File: src/rtl/core/aiger_binary_gate_decoder_core_defines.svh
// Assertion macros for the AIGER gate decoder core.
// Used by the top level only; bodies are empty when SYNTHESIS is defined.
`ifndef AIGER_BINARY_GATE_DECODER_CORE_DEFINES_SVH
`define AIGER_BINARY_GATE_DECODER_CORE_DEFINES_SVH

`ifndef SYNTHESIS
`define AGD_ASSERT_IMP(lbl, clk, rstn, ante, cons) \
    lbl: assert property (@(posedge clk) disable iff (!(rstn)) (ante) |-> (cons)) \
        else $error("agd assertion failed");
`define AGD_ASSERT_NXT(lbl, clk, rstn, ante, cons) \
    lbl: assert property (@(posedge clk) disable iff (!(rstn)) (ante) |=> (cons)) \
        else $error("agd assertion failed");
`else
`define AGD_ASSERT_IMP(lbl, clk, rstn, ante, cons)
`define AGD_ASSERT_NXT(lbl, clk, rstn, ante, cons)
`endif

`endif

File: src/rtl/core/agd_pkg.sv
// Shared types and constants for the AIGER binary AND-gate decoder.
// No dependencies.
`default_nettype none

package agd_pkg;

    localparam int LITERAL_BITS_DEF = 32;
    localparam int VAR_W            = 31;
    localparam int CFG_ADDR_W       = 1;
    localparam int BYTE_POS_W       = 3;
    localparam int SHIFT_W          = 5;
    localparam int MAX_LEAD_BYTES   = 4;
    localparam int DIGIT_BITS       = 7;
    localparam int TDATA_W          = 96;
    localparam int TUSER_W          = 2;

    typedef enum logic [CFG_ADDR_W-1:0] {
        REG_FIRST_GATE_VAR = 1'b0,
        REG_GATE_TOTAL     = 1'b1
    } cfg_reg_t;

    typedef enum logic [1:0] {
        ST_OK         = 2'd0,
        ST_DELTA_BIG  = 2'd1,
        ST_TOO_LONG   = 2'd2
    } gate_status_t;

    typedef struct packed {
        logic [VAR_W-1:0] gate_var;
        logic [VAR_W-1:0] left_var;
        logic             left_invert;
        logic [VAR_W-1:0] right_var;
        logic             right_invert;
        gate_status_t     status;
        logic             last_gate;
    } gate_rec_t;

    typedef struct packed {
        logic main_valid;
        logic skid_valid;
    } buf_stat_t;

endpackage

`default_nettype wire

File: src/rtl/core/aiger_binary_gate_decoder_core.sv
// Each gate record is registered, in the skid entry when the output stalls.
// Throughput: one byte per cycle; a stalled output is absorbed by a
// single skid entry, so s_tready drops only when both output slots are full.
// Reset (aresetn, synchronous, active low): first gate variable 1, gate
// count 0, decode state and output buffer cleared.
// Depends on agd_pkg, agd_step, agd_skid and the core defines header.
`default_nettype none
`include "aiger_binary_gate_decoder_core_defines.svh"

module aiger_binary_gate_decoder_core import agd_pkg::*; #(
    parameter int LITERAL_BITS = LITERAL_BITS_DEF
) (
    input  wire logic                  aclk,
    input  wire logic                  aresetn,
    input  wire logic                  cfg_we,
    input  wire logic [CFG_ADDR_W-1:0] cfg_addr,
    input  wire logic [VAR_W-1:0]      cfg_wdata,
    input  wire logic                  s_tvalid,
    output logic                       s_tready,
    input  wire logic [7:0]            s_tdata,   // [7:0] byte_in
    output logic                       m_tvalid,
    input  wire logic                  m_tready,
    // [30:0] gate_var, [61:31] left_var, [62] left_invert,
    // [93:63] right_var, [94] right_invert, [95] zero pad
    output logic [TDATA_W-1:0]         m_tdata,
    output logic [TUSER_W-1:0]         m_tuser,   // [1:0] status
    output logic                       m_tlast    // last_gate
);

    logic      in_xfer;
    logic      rec_valid;
    gate_rec_t rec;
    gate_rec_t out_rec;
    buf_stat_t stat;

    assign in_xfer = s_tvalid && s_tready;

    agd_step #(
        .LITERAL_BITS(LITERAL_BITS)
    ) u_step (
        .aclk      (aclk),
        .aresetn   (aresetn),
        .cfg_we    (cfg_we),
        .cfg_addr  (cfg_addr),
        .cfg_wdata (cfg_wdata),
        .byte_valid(in_xfer),
        .byte_in   (s_tdata),
        .rec_valid (rec_valid),
        .rec       (rec)
    );

    agd_skid u_skid (
        .aclk      (aclk),
        .aresetn   (aresetn),
        .push      (rec_valid),
        .push_rec  (rec),
        .can_accept(s_tready),
        .out_valid (m_tvalid),
        .out_ready (m_tready),
        .out_rec   (out_rec),
        .stat      (stat)
    );

    assign m_tdata = {1'b0, out_rec.right_invert, out_rec.right_var,
                      out_rec.left_invert, out_rec.left_var, out_rec.gate_var};
    assign m_tuser = out_rec.status;
    assign m_tlast = out_rec.last_gate;

    `AGD_ASSERT_IMP(a_skid_implies_main, aclk, aresetn, stat.skid_valid, stat.main_valid)
    `AGD_ASSERT_IMP(a_stall_only_when_full, aclk, aresetn, !s_tready, m_tvalid && !m_tready || stat.skid_valid)
    `AGD_ASSERT_IMP(a_bad_rec_zero, aclk, aresetn, m_tvalid && (out_rec.status != ST_OK), out_rec.left_var == '0 && out_rec.right_var == '0 && !out_rec.left_invert && !out_rec.right_invert)
    `AGD_ASSERT_NXT(a_full_pop_keeps_valid, aclk, aresetn, stat.skid_valid && m_tready, m_tvalid && !stat.skid_valid)

endmodule

`default_nettype wire

File: src/rtl/core/agd_step.sv
// Per-byte decode: delta accumulation, literal subtract and record build.
// Depends on agd_pkg.
`default_nettype none

module agd_step import agd_pkg::*; #(
    parameter int LITERAL_BITS = LITERAL_BITS_DEF
) (
    input  wire logic                  aclk,
    input  wire logic                  aresetn,
    input  wire logic                  cfg_we,
    input  wire logic [CFG_ADDR_W-1:0] cfg_addr,
    input  wire logic [VAR_W-1:0]      cfg_wdata,
    input  wire logic                  byte_valid,
    input  wire logic [7:0]            byte_in,
    output logic                       rec_valid,
    output gate_rec_t                  rec
);

    localparam int LB = LITERAL_BITS;

    logic [VAR_W-1:0]      current_var_reg, current_var_next;
    logic [VAR_W-1:0]      gate_total_reg, gate_total_next;
    logic [VAR_W-1:0]      gates_done_reg, gates_done_next;
    logic                  phase_reg, phase_next;
    logic [LB-1:0]         delta_accum_reg, delta_accum_next;
    logic [BYTE_POS_W-1:0] byte_pos_reg, byte_pos_next;
    logic [LB-1:0]         left_lit_reg, left_lit_next;
    logic                  first_bad_reg, first_bad_next;

    logic                  active;
    logic                  more;
    logic [SHIFT_W-1:0]    shift;
    logic [LB-1:0]         acc;
    logic [LB-1:0]         base;
    logic [LB-1:0]         minuend;
    logic [LB:0]           diff;
    logic                  too_big;
    logic                  emit;
    gate_status_t          status;

    always_comb begin
        unique case (byte_pos_reg)
            3'd0:    shift = SHIFT_W'(0);
            3'd1:    shift = SHIFT_W'(DIGIT_BITS);
            3'd2:    shift = SHIFT_W'(2 * DIGIT_BITS);
            3'd3:    shift = SHIFT_W'(3 * DIGIT_BITS);
            3'd4:    shift = SHIFT_W'(4 * DIGIT_BITS);
            default: shift = SHIFT_W'(0);
        endcase
    end

    assign active  = gates_done_reg < gate_total_reg;
    assign more    = byte_in[7];
    assign acc     = delta_accum_reg | (LB'(byte_in[6:0]) << shift);
    assign base    = LB'({current_var_reg, 1'b0});
    assign minuend = phase_reg ? left_lit_reg : base;
    assign diff    = {1'b0, minuend} - {1'b0, acc};
    assign too_big = diff[LB];

    always_comb begin
        current_var_next = current_var_reg;
        gate_total_next  = gate_total_reg;
        gates_done_next  = gates_done_reg;
        phase_next       = phase_reg;
        delta_accum_next = delta_accum_reg;
        byte_pos_next    = byte_pos_reg;
        left_lit_next    = left_lit_reg;
        first_bad_next   = first_bad_reg;
        emit             = 1'b0;
        status           = ST_OK;

        if (cfg_we) begin
            unique case (cfg_reg_t'(cfg_addr))
                REG_FIRST_GATE_VAR: begin
                    current_var_next = cfg_wdata;
                    gates_done_next  = '0;
                    phase_next       = 1'b0;
                    delta_accum_next = '0;
                    byte_pos_next    = '0;
                    left_lit_next    = '0;
                    first_bad_next   = 1'b0;
                end
                REG_GATE_TOTAL: gate_total_next = cfg_wdata;
                default: ;
            endcase
        end else if (byte_valid && active) begin
            if (more) begin
                if (byte_pos_reg >= BYTE_POS_W'(MAX_LEAD_BYTES)) begin
                    emit   = 1'b1;
                    status = ST_TOO_LONG;
                end else begin
                    delta_accum_next = acc;
                    byte_pos_next    = byte_pos_reg + 1'b1;
                end
            end else begin
                delta_accum_next = '0;
                byte_pos_next    = '0;
                if (!phase_reg) begin
                    phase_next     = 1'b1;
                    first_bad_next = too_big;
                    left_lit_next  = too_big ? '0 : diff[LB-1:0];
                end else begin
                    emit   = 1'b1;
                    status = (first_bad_reg || too_big) ? ST_DELTA_BIG : ST_OK;
                end
            end
            if (emit) begin
                current_var_next = current_var_reg + 1'b1;
                gates_done_next  = gates_done_reg + 1'b1;
                phase_next       = 1'b0;
                delta_accum_next = '0;
                byte_pos_next    = '0;
                left_lit_next    = '0;
                first_bad_next   = 1'b0;
            end
        end
    end

    always_comb begin
        rec_valid        = emit;
        rec.gate_var     = current_var_reg;
        rec.status       = status;
        rec.last_gate    = (gates_done_reg + 1'b1) == gate_total_reg;
        rec.left_var     = '0;
        rec.left_invert  = 1'b0;
        rec.right_var    = '0;
        rec.right_invert = 1'b0;
        if (status == ST_OK) begin
            rec.left_var     = VAR_W'(left_lit_reg >> 1);
            rec.left_invert  = left_lit_reg[0];
            rec.right_var    = VAR_W'(diff[LB-1:1]);
            rec.right_invert = diff[0];
        end
    end

    always_ff @(posedge aclk) begin
        if (!aresetn) begin
            current_var_reg <= VAR_W'(1);
            gate_total_reg  <= '0;
            gates_done_reg  <= '0;
            phase_reg       <= 1'b0;
            delta_accum_reg <= '0;
            byte_pos_reg    <= '0;
            left_lit_reg    <= '0;
            first_bad_reg   <= 1'b0;
        end else begin
            current_var_reg <= current_var_next;
            gate_total_reg  <= gate_total_next;
            gates_done_reg  <= gates_done_next;
            phase_reg       <= phase_next;
            delta_accum_reg <= delta_accum_next;
            byte_pos_reg    <= byte_pos_next;
            left_lit_reg    <= left_lit_next;
            first_bad_reg   <= first_bad_next;
        end
    end

endmodule

`default_nettype wire

File: src/rtl/core/agd_skid.sv
// Output register plus one skid entry for gate records.
// Depends on agd_pkg.
`default_nettype none

module agd_skid import agd_pkg::*; (
    input  wire logic       aclk,
    input  wire logic       aresetn,
    input  wire logic       push,
    input  wire gate_rec_t  push_rec,
    output logic            can_accept,
    output logic            out_valid,
    input  wire logic       out_ready,
    output gate_rec_t       out_rec,
    output buf_stat_t       stat
);

    logic      main_valid_reg, main_valid_next;
    logic      skid_valid_reg, skid_valid_next;
    gate_rec_t main_rec_reg, main_rec_next;
    gate_rec_t skid_rec_reg, skid_rec_next;
    logic      pop;

    assign pop = main_valid_reg && out_ready;

    always_comb begin
        main_valid_next = main_valid_reg;
        skid_valid_next = skid_valid_reg;
        main_rec_next   = main_rec_reg;
        skid_rec_next   = skid_rec_reg;
        if (skid_valid_reg) begin
            // upstream is held off while the skid entry is full
            if (pop) begin
                main_rec_next   = skid_rec_reg;
                skid_valid_next = 1'b0;
            end
        end else if (push) begin
            if (!main_valid_reg || pop) begin
                main_rec_next   = push_rec;
                main_valid_next = 1'b1;
            end else begin
                skid_rec_next   = push_rec;
                skid_valid_next = 1'b1;
            end
        end else if (pop) begin
            main_valid_next = 1'b0;
        end
    end

    always_ff @(posedge aclk) begin
        if (!aresetn) begin
            main_valid_reg <= 1'b0;
            skid_valid_reg <= 1'b0;
        end else begin
            main_valid_reg <= main_valid_next;
            skid_valid_reg <= skid_valid_next;
        end
    end

    always_ff @(posedge aclk) begin
        main_rec_reg <= main_rec_next;
        skid_rec_reg <= skid_rec_next;
    end

    assign can_accept      = !skid_valid_reg;
    assign out_valid       = main_valid_reg;
    assign out_rec         = main_rec_reg;
    assign stat.main_valid = main_valid_reg;
    assign stat.skid_valid = skid_valid_reg;

endmodule

`default_nettype wire

File: config.mk
export PLATFORM = sky130hd
export DESIGN_NAME = aiger_binary_gate_decoder_core
export DESIGN_NICKNAME = d
export VERILOG_FILES = /design/src/rtl/core/agd_pkg.sv /design/src/rtl/core/aiger_binary_gate_decoder_core.sv /design/src/rtl/core/agd_step.sv /design/src/rtl/core/agd_skid.sv
export VERILOG_INCLUDE_DIRS = /design/src /design/src/rtl/core
export SDC_FILE = /design/constraint.sdc
export NUM_CORES = 1
export LEC_CHECK = 0
export ABC_AREA = 1
export BUFFER_PORTS_ARGS = -buffer_cell sky130_fd_sc_hd__buf_2
export CAP_MARGIN = 20
export CORE_UTILIZATION = 41
export DETAILED_ROUTE_END_ITERATION = 6
export GPL_ROUTABILITY_DRIVEN = 0
export SYNTH_ARGS = -nofsm -noshare
export SYNTH_HDL_FRONTEND = slang
export SYNTH_SLANG_ARGS = --single-unit
File: constraint.sdc
create_clock -name aclk -period 9.5 [get_ports aclk]
set_input_delay 1.9 -clock aclk [delete_from_list [all_inputs] [get_ports aclk]]
set_output_delay 1.9 -clock aclk [all_outputs]
set_load 0.005 [all_outputs]
* Yosys cells after proc, flatten, opt, wreduce, memory -nomap -nowiden *
Cells that the tools add are included.

word-level totals
  bits in latches = 0
  memories = 0
  flip-flop bits (word level) = 360
  logic and storage cells = 129
  output and inout port bits = 101
  memory bits (read-only) = 0
  input bits = 45
  memory bits (writable) = 0

operators by class
  multiply operators = 0
  bitwise logic cells = 3
  eq/ne operators = 11
  div/mod/pow operators = 0
  multiplexer cells = 63
  add/subtract/negate cells = 4
  reduce and logical (&&, ||, !) cells = 21
  magnitude comparators = 2
  shift operators = 1

operators with widths
  operator                                       number
  two-way mux 32 bit                             13
  two-way mux 98 bit                             4
  two-way mux 31 bit                             8
  two-way mux 64 bit                             1
  adder 31 x 1 -> 31 bit, second input constant  2
  subtractor 32 x 32 -> 33 bit                   1
  OR 32 bit                                      1
  left shift 7 x 5 -> 32 bit                     1
  == test 31 bit                                 1
  less-than comparator 31 bit                    1
  two-way mux 1 bit                              25
  case mux 5 bit (4 select lines)                1
  two-way mux 3 bit                              6
  AND reduction 3 bit                            6
  two-way mux 2 bit                              5
  nonzero test 2 bit                             5
  == test 3 x 2 -> 1 bit, second input constant  2
  != test 2 bit, second input constant           2
  != test 4 bit, second input constant           1
  AND reduction 4 bit                            1
  adder 3 x 1 -> 3 bit, second input constant    1
  == test 3 x 1 -> 1 bit, second input constant  1
  == test 3 bit, second input constant           1
  >= comparator 3 bit, second input constant     1
  other kinds (9)                                14

* Logic depth before layout (Yosys ltp) *
  depth in word-level cells = 16
  mapped depth = 29

* Hierarchy *
From an unflattened synthesis, not the netlist that was laid out.

unflattened totals
  cells, all modules = 2970
  area total of the unflattened synthesis = 20966.4 um^2

by module, submodules not included
  module                          area each (um^2)  times used  sequential area each (um^2)  cells an instance
  agd_step                        13705.6           1           3243.1                       2432
  agd_skid                        7241.9            1           5925.7                       534
  aiger_binary_gate_decoder_core  18.8              1           0.0                          4

* Least setup slack after synthesis *
OpenSTA, ideal clock, no wires.

  path kind = input-to-reg
  start point = input port cfg_we
  end point = register u_skid.main_rec_reg, in the netlist u_skid.out_rec[0] (enable)
  library setup time = 0.587 ns
  stages on the path = 4
  path buffers = 1
  data arrival time = 7.109 ns
  setup slack = 1.805 ns
  path through = clkbuf_1 > nor2_4 > nand2_1 > a21oi_1

between the ends
  word-level cells in the longest chain between the ends = 3

ends and longest elaborated chain
  element                               line                                  text
  start: declaration                    aiger_binary_gate_decoder_core.sv:15  input wire logic cfg_we,
  two-way mux 1 bit                     agd_step.sv:72                        if (cfg_we) begin
  nonzero test 2 bit (no source line)   --
  AND reduction 3 bit (no source line)  --
  end signal: assignment                agd_skid.sv:60                        main_rec_reg <= main_rec_next;
  end: declaration                      agd_skid.sv:19                        gate_rec_t main_rec_reg, main_rec_next;

No other way between the ends.
A chain may end at the register's enable or synchronous reset.

==> results.toml <==
[timing]
rsz0062_at_grt = "false"
fin_skew_ns = 0.0278
drv_slew = 0
max_freq_ghz = 0.173
tightest_slew_ns = 1.07
finalWorstPathRequiredPeriod_ns = 5.78
finalSetupTns_ns = 0
hold_viol = 0
slew-limit-headroom = 0.286
fin_crit_sh = 0.608
setup_viol_count_final = 0

[synth]
yosysWarnings = 0
seq_area_frac_synth = 0.442
syn_nets = 2919
yosysMostFrequentCell = "nand2_1"
synth_edf_count = 196
synth_ff_type = "edfxtp_1"
synthArstFlopShare = 0
synth_area_leader_cell = "edfxtp_1"
synth_common_cells = "nand2_1 (846), inv_1 (308), nor2_1 (293)"
synth_area_leaders = "edfxtp_1 (28%), dfxtp_1 (16%), nand2_1 (15%), inv_1 (5.6%), nor2_1 (5.3%)"
synth_top_area_share = 0.284
yosysUniqueCellTypes = 52
netlist_instances = 2803
syn-cell-area_um2 = 20700
syn_area_per_cell_um2 = 7.40
ys_seq_elements = 360

[route]
wl_per_cell_um = 18.3
drc = 0
drtPass1Iterations = 5
vias = 19000
ant_nets = 0
viasPerCell = 5.30
dr.first_iter.drc_count = 1743
routed_wl_um = 65600

[clock_network]
postCtsResizedCells = 0
cts-root-buf = "clkbuf_16"
cts.htree.levels = 2
cts_tree = "done"
clk_latency_ns = 0.58
clkSlewWorstSetupHoldPaths_ns = 0.06
cts_setup_buffers = 0
cts_sinks = 360
holdBufCountCts = 0
cts_buffers = 41
clockBufferDepth = 3

[die]
dieArea_um2 = 51500
core_area_um2 = 50000
die_x_um = 227
io_pins = 146
num_rows = 82
die_h_um = 227
start_util = 0.415

[status]
status = "complete, no violations"

[global_routing]
grt_pass1_wl_um = 101000
first_global_vias = 17300
track_usage = 0.256
antenna_found_initial = 0
grt_max_degree = 83
gr-total-overflow = 0

[pwr]
peakVddDrop_mv = 0.136
power_leakage_nw = 9.85
power_density_nw_per_um2 = 199

[worst_setup_path]
worst_ep_arrival_time_ns = 6.06
cp-end-kind = "flop"
path_class = "flop to flop"
critical_path_required_ns = 9.78
cp_max_fo = 67
start_kind = "flop"

[hold_path]
holdCritPathClass = "flop to flop"

[job]
max_cap_viol_count = 0

[placement]
place_hpwl_um = 47500
placed_cells = 3510
io_buffers = 144

[final_layout]
nets = 2997
n_fill_cell = 5031
diodes = 0
drive_gt1_frac = 0.103
syn_to_final_growth_pct = 11.8
finalNonFillerCells = 3586
-- power breakdown --
part	leakage, nW	switching (mW)	internal (mW)
sequential	3.13	0.0514	1.75
clock	0.675	0.674	0.963
combinational	6.04	0.826	0.347
-- cell usage in the layout (no fill, tap or decap), types with 15 or more instances in the layout --
cell,netlist,routed
edfxtp_1,196,196
clkbuf_16,0,43
o21ai_0,153,153
nand2_1,846,845
ha_1,70,70
xor2_1,36,36
a21oi_1,188,187
nand2_2,14,15
buf_2,31,144
nor2_1,293,293
dfxtp_1,164,162
nor3_1,22,22
inv_1,308,306
nand3_1,184,184
nand4_1,90,90
-- kinds of logic after synthesis --
logic type / count (synthesis) / share of synthesized area
flops: 360 / 0.442
compound gates: 392 / 0.101
xor+xnor: 42 / 0.0191
fa+ha+maj: 71 / 0.0432
other cells: 1 / 0.000181
mux: 1 / 0.000483
simple gates: 1494 / 0.306
buf+inv: 442 / 0.0876
-- final timing paths --
path / cells after the start / end / start / slack, ns
max reg2reg: 21 / u_skid.skid_rec_reg[11] / u_step.byte_pos_reg[0] / 3.72
min: 2 / u_step.delta_accum_reg[28] / u_step.delta_accum_reg[28] / 0.44
max: 21 / u_skid.skid_rec_reg[11] / u_step.byte_pos_reg[0] / 3.72
min reg2reg: 2 / u_step.delta_accum_reg[28] / u_step.delta_accum_reg[28] / 0.44
-- area by class of cell --
type                    instances  area (µm²)  share of cell area
multi-input cells            2001        9760               0.421
flip-flops and latches        360        9170               0.396
inverters                     319        1200              0.0518
clock buffers                  45        1080              0.0467
well taps                     672         841              0.0363
repair buffers                158         826              0.0356
clock inverters                31         297              0.0128
-- per-layer routing --
layer | up-vias | wire [µm] | GRT usage
li1 | 9320 | - | -
met3 | 104 | 4770 | 0.0369
met4 | 0 | 2340 | 0.0952
met1 | 8841 | 29800 | 0.366
met2 | 733 | 28600 | 0.388
met5 | - | 0 | 0
-- stage by stage --
stage / power [mW] / hold slack, ns / setup slack [ns] / area (µm²) / utilization
finish: 4.61 / 0.443 / 3.72 / 23200 / 0.464
global route: 4.83 / 0.464 / 3.24 / 23200 / 0.464
CTS: 4.62 / 0.446 / 3.76 / 23200 / 0.464
detailed placement: 2.98 / 0.437 / 3.16 / 21800 / 0.436
global placement: 2.97 / 0.432 / 3.26 / 21800 / 0.436
floorplan: 2.62 / 0.406 / 1.80 / 20700 / -
-- worst max-delay path: stages, from the launching register on --
cell and delay [ns]:
dfxtp_1 0.38, inv_1 0.10, ha_1 0.25, o21ai_4 0.37, nand3_4 0.19, nand2_2 0.24
o21ai_0 0.22, o21ai_0 0.31, nand2_1 0.18, o21ai_0 0.22, inv_1 0.07, ha_1 0.33
a21oi_1 0.21, o21ai_0 0.15, inv_1 0.08, nand2_1 0.08, a21oi_2 0.23, nand2_4 0.09
nand2_2 0.08, nand3b_4 0.60, nand2_4 0.90, nor2_1 0.13
No activity file was read; power rests on OpenSTA's default activity.
